## config.mk

```make
export PLATFORM = sky130hd
export DESIGN_NAME = lfa_ctrl
export DESIGN_NICKNAME = d
export VERILOG_FILES = /design/src/design/lfa_pkg.sv /design/src/design/lfa_ctrl.sv
export SDC_FILE = /design/constraint.sdc
export NUM_CORES = 1
export LEC_CHECK = 0
export BUFFER_PORTS_ARGS = -buffer_cell sky130_fd_sc_hd__buf_2
export CORE_MARGIN = 1.5
export CORE_UTILIZATION = 55
export CTS_CLUSTER_DIAMETER = 60
export DETAILED_ROUTE_END_ITERATION = 10
export PLACE_DENSITY = 0.87
export SLEW_MARGIN = 25
export SYNTH_ARGS = -nofsm -noshare
export SYNTH_HDL_FRONTEND = slang
export SYNTH_SLANG_ARGS = --single-unit
```

## constraint.sdc

```tcl
create_clock -name clk -period 4.2 [get_ports clk]
set_clock_uncertainty 0.15 [all_clocks]
set_input_delay 0.21 -clock clk [delete_from_list [all_inputs] [get_ports clk]]
set_output_delay 0.21 -clock clk [all_outputs]
set_load 0.01 [all_outputs]
```

## src/design/lfa_pkg.sv

```systemverilog
// shared constants, codes and controller/datapath interface types
// for the lagged field autocorrelator; no dependencies
package lfa_pkg;

    localparam int MAX_LAGS   = 64;
    localparam int LAG_W      = $clog2(MAX_LAGS);
    localparam int LAG_CNT_W  = LAG_W + 1;
    localparam int MAX_POINTS = 1024;
    localparam int COL_W      = $clog2(MAX_POINTS);
    localparam int HIST_AW    = LAG_W + COL_W;
    localparam int HIST_DEPTH = MAX_LAGS * MAX_POINTS;
    localparam int VAL_W      = 32;
    localparam int ACC_W      = 64;
    localparam int CNT_W      = 32;
    localparam int STEPS_W    = 16;
    localparam int SE_W       = 10;
    localparam int RE_W       = 20;
    localparam int PIN_W      = 11;
    localparam int CFG_W      = 20;
    localparam int CFG_IDX_W  = 2;
    localparam int DIV_CNT_W  = $clog2(ACC_W);

    localparam logic [SE_W-1:0]      SE_RESET  = SE_W'(10);
    localparam logic [LAG_CNT_W-1:0] NL_RESET  = LAG_CNT_W'(64);
    localparam logic [RE_W-1:0]      RE_RESET  = RE_W'(1000);
    localparam logic [PIN_W-1:0]     PIN_RESET = PIN_W'(1024);

    typedef enum logic [CFG_IDX_W-1:0] {
        CFG_SAMPLE_EVERY  = 2'd0,
        CFG_LAGS_IN_USE   = 2'd1,
        CFG_REPORT_EVERY  = 2'd2,
        CFG_POINTS_IN_USE = 2'd3
    } cfg_idx_t;

    typedef struct packed {
        logic             v_load;
        logic             acc_issue;
        logic             hist_we;
        logic [LAG_W-1:0] lag;
        logic [LAG_W-1:0] slot;
        logic [COL_W-1:0] col;
        logic             mem_rd;
        logic             div_start;
        logic             div_rep;
        logic             upd_wr;
        logic             out_load;
        logic             out_last;
        logic             frame_clear;
        logic [SE_W-1:0]  se;
        logic [PIN_W-1:0] pin;
    } dp_cmd_t;

    typedef struct packed {
        logic acc_busy;
        logic div_done;
        logic out_free;
    } dp_status_t;

endpackage

```

## src/design/lfa_ctrl.sv

```systemverilog
// controller: configuration registers, step bookkeeping and the sequencing fsm
// depends on lfa_pkg; drives the datapath through lfa_pkg::dp_cmd_t
module lfa_ctrl
(
    input  logic                               clk,
    input  logic                               rst_n,
    input  logic                               in_valid,
    output logic                               in_stall,
    input  logic                               last_point,
    input  logic                               cfg_we,
    input  logic [lfa_pkg::CFG_IDX_W-1:0]      cfg_index,
    input  logic [lfa_pkg::CFG_W-1:0]          cfg_data,
    output lfa_pkg::dp_cmd_t                   cmd,
    input  lfa_pkg::dp_status_t                status
);

    typedef enum logic [11:0] {
        ST_IDLE     = 12'b0000_0000_0001,
        ST_ACC      = 12'b0000_0000_0010,
        ST_DRAIN    = 12'b0000_0000_0100,
        ST_UPD_RD   = 12'b0000_0000_1000,
        ST_UPD_GO   = 12'b0000_0001_0000,
        ST_UPD_WAIT = 12'b0000_0010_0000,
        ST_UPD_WR   = 12'b0000_0100_0000,
        ST_REP_RD   = 12'b0000_1000_0000,
        ST_REP_GO   = 12'b0001_0000_0000,
        ST_REP_WAIT = 12'b0010_0000_0000,
        ST_REP_OUT  = 12'b0100_0000_0000,
        ST_FIN      = 12'b1000_0000_0000
    } state_t;

    state_t                             state_reg, state_next;
    logic [lfa_pkg::SE_W-1:0]           se_cfg_reg;
    logic [lfa_pkg::LAG_CNT_W-1:0]      nl_cfg_reg;
    logic [lfa_pkg::RE_W-1:0]           re_cfg_reg;
    logic [lfa_pkg::PIN_W-1:0]          pin_cfg_reg;

    logic [lfa_pkg::LAG_W-1:0]          ws_reg, ws_next;
    logic [lfa_pkg::LAG_CNT_W-1:0]      fill_reg, fill_next;
    logic [lfa_pkg::COL_W-1:0]          pc_reg, pc_next;
    logic [lfa_pkg::COL_W-1:0]          col_reg, col_next;
    logic [lfa_pkg::SE_W-1:0]           sph_reg, sph_next;
    logic [lfa_pkg::RE_W-1:0]           rph_reg, rph_next;
    logic                               past_first_reg, past_first_next;
    logic                               mid_reg, mid_next;
    logic                               last_item_reg, last_item_next;
    logic [lfa_pkg::LAG_W-1:0]          lag_reg, lag_next;

    logic [lfa_pkg::LAG_CNT_W-1:0]      nl;
    logic [lfa_pkg::SE_W-1:0]           se_eff;
    logic [lfa_pkg::RE_W-1:0]           re_eff;
    logic [lfa_pkg::PIN_W-1:0]          pin_eff;
    logic                               accept;
    logic                               used;
    logic                               report_due;
    logic [lfa_pkg::LAG_CNT_W-1:0]      ws_inc;
    logic [lfa_pkg::LAG_CNT_W-1:0]      fill_adv;
    logic [lfa_pkg::LAG_CNT_W-1:0]      lag_inc;
    logic [lfa_pkg::LAG_CNT_W-1:0]      slot_wide;
    logic                               lag_last_fill;
    logic                               lag_last_nl;

    always_comb
    begin
        if (nl_cfg_reg == '0)
        begin
            nl = lfa_pkg::LAG_CNT_W'(1);
        end
        else if (nl_cfg_reg > lfa_pkg::LAG_CNT_W'(lfa_pkg::MAX_LAGS))
        begin
            nl = lfa_pkg::LAG_CNT_W'(lfa_pkg::MAX_LAGS);
        end
        else
        begin
            nl = nl_cfg_reg;
        end
    end

    assign se_eff  = (se_cfg_reg == '0) ? lfa_pkg::SE_W'(1) : se_cfg_reg;
    assign re_eff  = (re_cfg_reg == '0) ? lfa_pkg::RE_W'(1) : re_cfg_reg;
    assign pin_eff = (pin_cfg_reg == '0) ? lfa_pkg::PIN_W'(1) : pin_cfg_reg;

    assign accept     = in_valid && (state_reg == ST_IDLE);
    assign used       = (sph_reg == '0);
    assign report_due = past_first_reg && (rph_reg == '0);
    assign ws_inc     = {1'b0, ws_reg} + 1'b1;
    assign lag_inc    = {1'b0, lag_reg} + 1'b1;
    assign lag_last_fill = (lag_inc == fill_reg);
    assign lag_last_nl   = (lag_inc == nl);

    // ring slot of the sample lag_reg steps back
    assign slot_wide = {1'b0, ws_reg} - {1'b0, lag_reg} + ((ws_reg < lag_reg) ? nl : '0);

    always_ff @(posedge clk or negedge rst_n)
    begin
        if (!rst_n)
        begin
            se_cfg_reg  <= lfa_pkg::SE_RESET;
            nl_cfg_reg  <= lfa_pkg::NL_RESET;
            re_cfg_reg  <= lfa_pkg::RE_RESET;
            pin_cfg_reg <= lfa_pkg::PIN_RESET;
        end
        else if (cfg_we)
        begin
            unique case (lfa_pkg::cfg_idx_t'(cfg_index))
                lfa_pkg::CFG_SAMPLE_EVERY:  se_cfg_reg  <= cfg_data[lfa_pkg::SE_W-1:0];
                lfa_pkg::CFG_LAGS_IN_USE:   nl_cfg_reg  <= cfg_data[lfa_pkg::LAG_CNT_W-1:0];
                lfa_pkg::CFG_REPORT_EVERY:  re_cfg_reg  <= cfg_data[lfa_pkg::RE_W-1:0];
                lfa_pkg::CFG_POINTS_IN_USE: pin_cfg_reg <= cfg_data[lfa_pkg::PIN_W-1:0];
                default:                    se_cfg_reg  <= se_cfg_reg;
            endcase
        end
    end

    always_comb
    begin
        state_next      = state_reg;
        ws_next         = ws_reg;
        fill_next       = fill_reg;
        pc_next         = pc_reg;
        col_next        = col_reg;
        sph_next        = sph_reg;
        rph_next        = rph_reg;
        past_first_next = past_first_reg;
        mid_next        = mid_reg;
        last_item_next  = last_item_reg;
        lag_next        = lag_reg;
        fill_adv        = fill_reg;

        unique case (state_reg)
            ST_IDLE:
            begin
                if (accept)
                begin
                    mid_next       = 1'b1;
                    last_item_next = last_point;
                    col_next       = pc_reg;
                    if (pc_reg != lfa_pkg::COL_W'(lfa_pkg::MAX_POINTS - 1))
                    begin
                        pc_next = pc_reg + 1'b1;
                    end
                    // step start opens the next ring slot
                    if (!mid_reg && used)
                    begin
                        ws_next  = (ws_inc >= nl) ? '0 : ws_inc[lfa_pkg::LAG_W-1:0];
                        fill_adv = (fill_reg < nl) ? fill_reg + 1'b1 : fill_reg;
                    end
                    fill_next = (fill_adv > nl) ? nl : fill_adv;
                    lag_next  = '0;
                    if (used)
                    begin
                        state_next = ST_ACC;
                    end
                    else if (last_point)
                    begin
                        state_next = report_due ? ST_REP_RD : ST_FIN;
                    end
                end
            end
            ST_ACC:
            begin
                if (lag_last_fill)
                begin
                    lag_next   = '0;
                    state_next = ST_DRAIN;
                end
                else
                begin
                    lag_next = lag_inc[lfa_pkg::LAG_W-1:0];
                end
            end
            ST_DRAIN:
            begin
                if (!status.acc_busy)
                begin
                    state_next = last_item_reg ? ST_UPD_RD : ST_IDLE;
                end
            end
            ST_UPD_RD:   state_next = ST_UPD_GO;
            ST_UPD_GO:   state_next = ST_UPD_WAIT;
            ST_UPD_WAIT:
            begin
                if (status.div_done)
                begin
                    state_next = ST_UPD_WR;
                end
            end
            ST_UPD_WR:
            begin
                if (lag_last_fill)
                begin
                    lag_next   = '0;
                    state_next = report_due ? ST_REP_RD : ST_FIN;
                end
                else
                begin
                    lag_next   = lag_inc[lfa_pkg::LAG_W-1:0];
                    state_next = ST_UPD_RD;
                end
            end
            ST_REP_RD:   state_next = ST_REP_GO;
            ST_REP_GO:   state_next = ST_REP_WAIT;
            ST_REP_WAIT:
            begin
                if (status.div_done)
                begin
                    state_next = ST_REP_OUT;
                end
            end
            ST_REP_OUT:
            begin
                if (status.out_free)
                begin
                    if (lag_last_nl)
                    begin
                        lag_next   = '0;
                        state_next = ST_FIN;
                    end
                    else
                    begin
                        lag_next   = lag_inc[lfa_pkg::LAG_W-1:0];
                        state_next = ST_REP_RD;
                    end
                end
            end
            ST_FIN:
            begin
                sph_next = ({1'b0, sph_reg} + 1'b1 >= {1'b0, se_eff}) ? '0 : sph_reg + 1'b1;
                rph_next = ({1'b0, rph_reg} + 1'b1 >= {1'b0, re_eff}) ? '0 : rph_reg + 1'b1;
                past_first_next = 1'b1;
                pc_next         = '0;
                mid_next        = 1'b0;
                state_next      = ST_IDLE;
            end
            default:     state_next = ST_IDLE;
        endcase
    end

    always_ff @(posedge clk or negedge rst_n)
    begin
        if (!rst_n)
        begin
            state_reg      <= ST_IDLE;
            ws_reg         <= lfa_pkg::LAG_W'(lfa_pkg::MAX_LAGS - 1);
            fill_reg       <= '0;
            pc_reg         <= '0;
            col_reg        <= '0;
            sph_reg        <= '0;
            rph_reg        <= '0;
            past_first_reg <= 1'b0;
            mid_reg        <= 1'b0;
            last_item_reg  <= 1'b0;
            lag_reg        <= '0;
        end
        else
        begin
            state_reg      <= state_next;
            ws_reg         <= ws_next;
            fill_reg       <= fill_next;
            pc_reg         <= pc_next;
            col_reg        <= col_next;
            sph_reg        <= sph_next;
            rph_reg        <= rph_next;
            past_first_reg <= past_first_next;
            mid_reg        <= mid_next;
            last_item_reg  <= last_item_next;
            lag_reg        <= lag_next;
        end
    end

    assign in_stall = (state_reg != ST_IDLE);

    assign cmd.v_load      = accept;
    assign cmd.acc_issue   = (state_reg == ST_ACC);
    assign cmd.hist_we     = (state_reg == ST_ACC) && (lag_reg == '0);
    assign cmd.lag         = lag_reg;
    assign cmd.slot        = slot_wide[lfa_pkg::LAG_W-1:0];
    assign cmd.col         = col_reg;
    assign cmd.mem_rd      = (state_reg == ST_UPD_RD) || (state_reg == ST_REP_RD);
    assign cmd.div_start   = (state_reg == ST_UPD_GO) || (state_reg == ST_REP_GO);
    assign cmd.div_rep     = (state_reg == ST_REP_GO);
    assign cmd.upd_wr      = (state_reg == ST_UPD_WR);
    assign cmd.out_load    = (state_reg == ST_REP_OUT) && status.out_free;
    assign cmd.out_last    = lag_last_nl;
    assign cmd.frame_clear = (state_reg == ST_FIN);
    assign cmd.se          = se_eff;
    assign cmd.pin         = pin_eff;

endmodule

```

==> flow_summary.ini <==
[critical_path]
worst_path_largest_cell_delay_ps = 550
critPathCaptureType = primary output
cp.arrival_ps = 3850
path_cells = ha_4, a21o_1, a21o_1, a21o_1, a21o_1, a21oi_2, nand2_2, fa_1, inv_1, ha_1, a21o_1, a21oi_2, o21bai_1, a21oi_1, xnor2_1, xnor2_1, buf_2
cp_slowest_cell = dfstp_2
crit_type = reg -> out
path_max_fanout = 2
required_ps = 3840
critPathLaunchType = flop
crit_top_cell = a21o_1

[global_route]
grt_pass1_wl_um = 36900
antenna_found_initial = 0
grt_start_max_net_pins = 101
track_usage_pct = 28.10
grt_pass1_vias = 7465
grt-ovfl-total = 0

[timing]
worst_pin_slew_ps = 1034
slew_headroom_pct = 30.53
period_share_pct = 100.2
final_max_slew_viol_count = 0
report.final.hold_viol_count = 0
period_needed_ps = 4210
fmax_mhz = 237.5
whs_ps = 122.7
setup_tns_ps = -9.885
setup_viol = 1
rsz0062_at_grt = true
postLayoutSetupSlackWorst_ps = -9.885

[clocking]
path_clk_slew_ps = 60
clockRootBuffer = clkbuf_16
htreeDepth = 4
numClockSinks = 132
cts_tree = yes
clockBufferDepth = 2
cts_buffers = 17
clkLatencyLatePin_ps = 420

[pwr]
cellPowerDensity_nw_per_um2 = 552.9
power.total_mw = 5.781
p_leak_nw = 5.128
ir_drop_v = 0.0006424

[synthesis]
synth_edf_count = 0
postSynth.asyncResetShare_pct = 100.0
synth_area_um2 = 8852
synth_area_leaders = dfrtp_1 33%, ha_1 9.9%, mux2_2 5.2%, dfstp_2 5.0%, nand2_1 4.7%
ys.flop_type = dfrtp_1
synth.largest_area_cell = dfrtp_1
synth_cells = 951
synth_top_cell_area_share_pct = 32.51
synth_nets = 1056
avgSynthCellArea_um2 = 9.308
yosys_warnings = 0
synth_cell_types = 85
seq_area_frac_synth_pct = 37.55
ys_seq_elements = 132

[die]
start_util_pct = 55.93
fp.dieArea_um2 = 16860
rows = 46
io-pin-count = 84
coreArea_um2 = 15830
die_x_um = 129.9
fp.dieH_um = 129.9

[layout]
area.growth.synth_to_final_pct = 18.11
diodes = 0
nFillCells = 1175
drive_gt1_share_pct = 22.77
final_cells = 1292
final_nets = 1168

[drt]
routed_via_density = 6.043
wl_per_cell_um = 18.10
drc = 0
drtAntennaViolNets = 0
dr_total_vias = 7807
dr.pass1.iters = 5
routed_wl_um = 23380
drt_iter0_markers = 670

[min_path]
min_path_type = in -> reg

[place]
pre_cts_ws_ps = -7.300
portBuffers = 83
place_inst = 1224
globalplace.congestion = 0.9236
hpwlAfterDp_um = 15670

[status]
status = finished, violations left
violations = negative setup slack

[job]
cap_violations = 0
[synthesized netlist by cell type (25+ instances only)]
| cell type | n |
|---|---|
| dfrtp_1 | 115 |
| nand2_1 | 110 |
| inv_1 | 75 |
| ha_1 | 70 |
| nor2_1 | 47 |
| mux2_2 | 41 |
| nand3_1 | 36 |
| clkbuf_1 | 35 |
| xnor2_1 | 31 |
| a21oi_1 | 30 |
| o21ai_0 | 30 |
| a21o_1 | 28 |
| and3_1 | 25 |
[cell families after synthesis]
| family | Yosys count | share of synthesized area [%] |
|---|---|---|
| simple gates | 350 | 21.14 |
| mux | 44 | 5.555 |
| fa+ha+maj | 75 | 11.02 |
| xor+xnor | 50 | 4.947 |
| flops | 132 | 37.55 |
| compound gates | 174 | 14.19 |
| buf+inv | 126 | 5.583 |
[routing by layer]
layer / GRT usage (%) / share of wire [%]
met1: 35.22 / 42
met2: 48.05 / 49
met3: 5.330 / 5.5
met4: 11.18 / 2.8
met5: 0 / 0
[where the power goes]
part	switching [mW]	internal (mW)	total (mW)	leakage, nW
clock	0.552	0.832	1.38	0.261
combinational	1.44	1.18	2.63	3.21
sequential	0.260	1.51	1.77	1.66
[worst max-delay path: cells and delay by family (launching register included)]
family | cells | cell delay (ps)
buffers and inverters | 2 | 190
and+or+nand+nor | 1 | 70
AOI/OAI and AO/OA | 9 | 1350
DFF | 1 | 550
xor gates and xnor gates | 2 | 290
adders and majority gates | 3 | 980
[through the flow]
step / util, % / instance area (um^2)
floorplan: - / 8857
global placement: 60.11 / 9514
detailed placement: 60.11 / 9514
CTS: 65.44 / 10360
global route: 66.06 / 10460
finish: 66.06 / 10460
[worst paths after layout]
kind / startpoint / endpoint / slack (ps) / cells after the start
max: ws_reg[1] / cmd[43] / -10 / 17
min: status[2] / state_reg[1] / 120 / 6
max reg2reg: nl_cfg_reg[6] / fill_reg[3] / 90 / 18
min in group asynchronous: rst_n / re_cfg_reg[14] / 290 / 2
min reg2reg: col_reg[2] / col_reg[2] / 310 / 2
max in group asynchronous: rst_n / state_reg[0] / 2630 / 3
[final cells by class]
cell class,count,area (um^2),area share [%]
Multi-Input combinational cell,693,5107,48.85
Sequential cell,132,3324,31.80
Timing Repair Buffer,141,917.1,8.772
Clock buffer,28,516.7,4.943
Inverter,78,294.0,2.812
Tap cell,216,270.3,2.585
Clock inverter,4,25.02,0.2393
[cell usage in the layout, fill, tap and decap left out, drive strengths merged, types with 4 or more instances in the layout]
master,instances
buf,117
dfrtp,115
nand2,111
inv,76
ha,70
nor2,48
mux2,41
nand3,36
o21ai,36
xnor2,31
a21oi,30
a21o,28
clkbuf,28
and3,25
dlygate4sd3,24
nor4,20
nand4,19
nor2b,19
xor2,19
nor3,18
nand2b,17
dfstp,17
a22o,16
or2,11
nor4b,6
o211ai,6
a2111oi,6
a2bb2oi,5
fa,5
a211oi,5
o22ai,4
clkinv,4
[timing repair]
action,4_1_cts,5_1_grt
hold buffers,24,0
pin swaps,14,11
gates resized for setup,6,7
setup endpoints to repair,3,18
buffers inserted,3,9
hold endpoints to repair,134,0
Note: power is estimated with default switching activity, not from simulation.
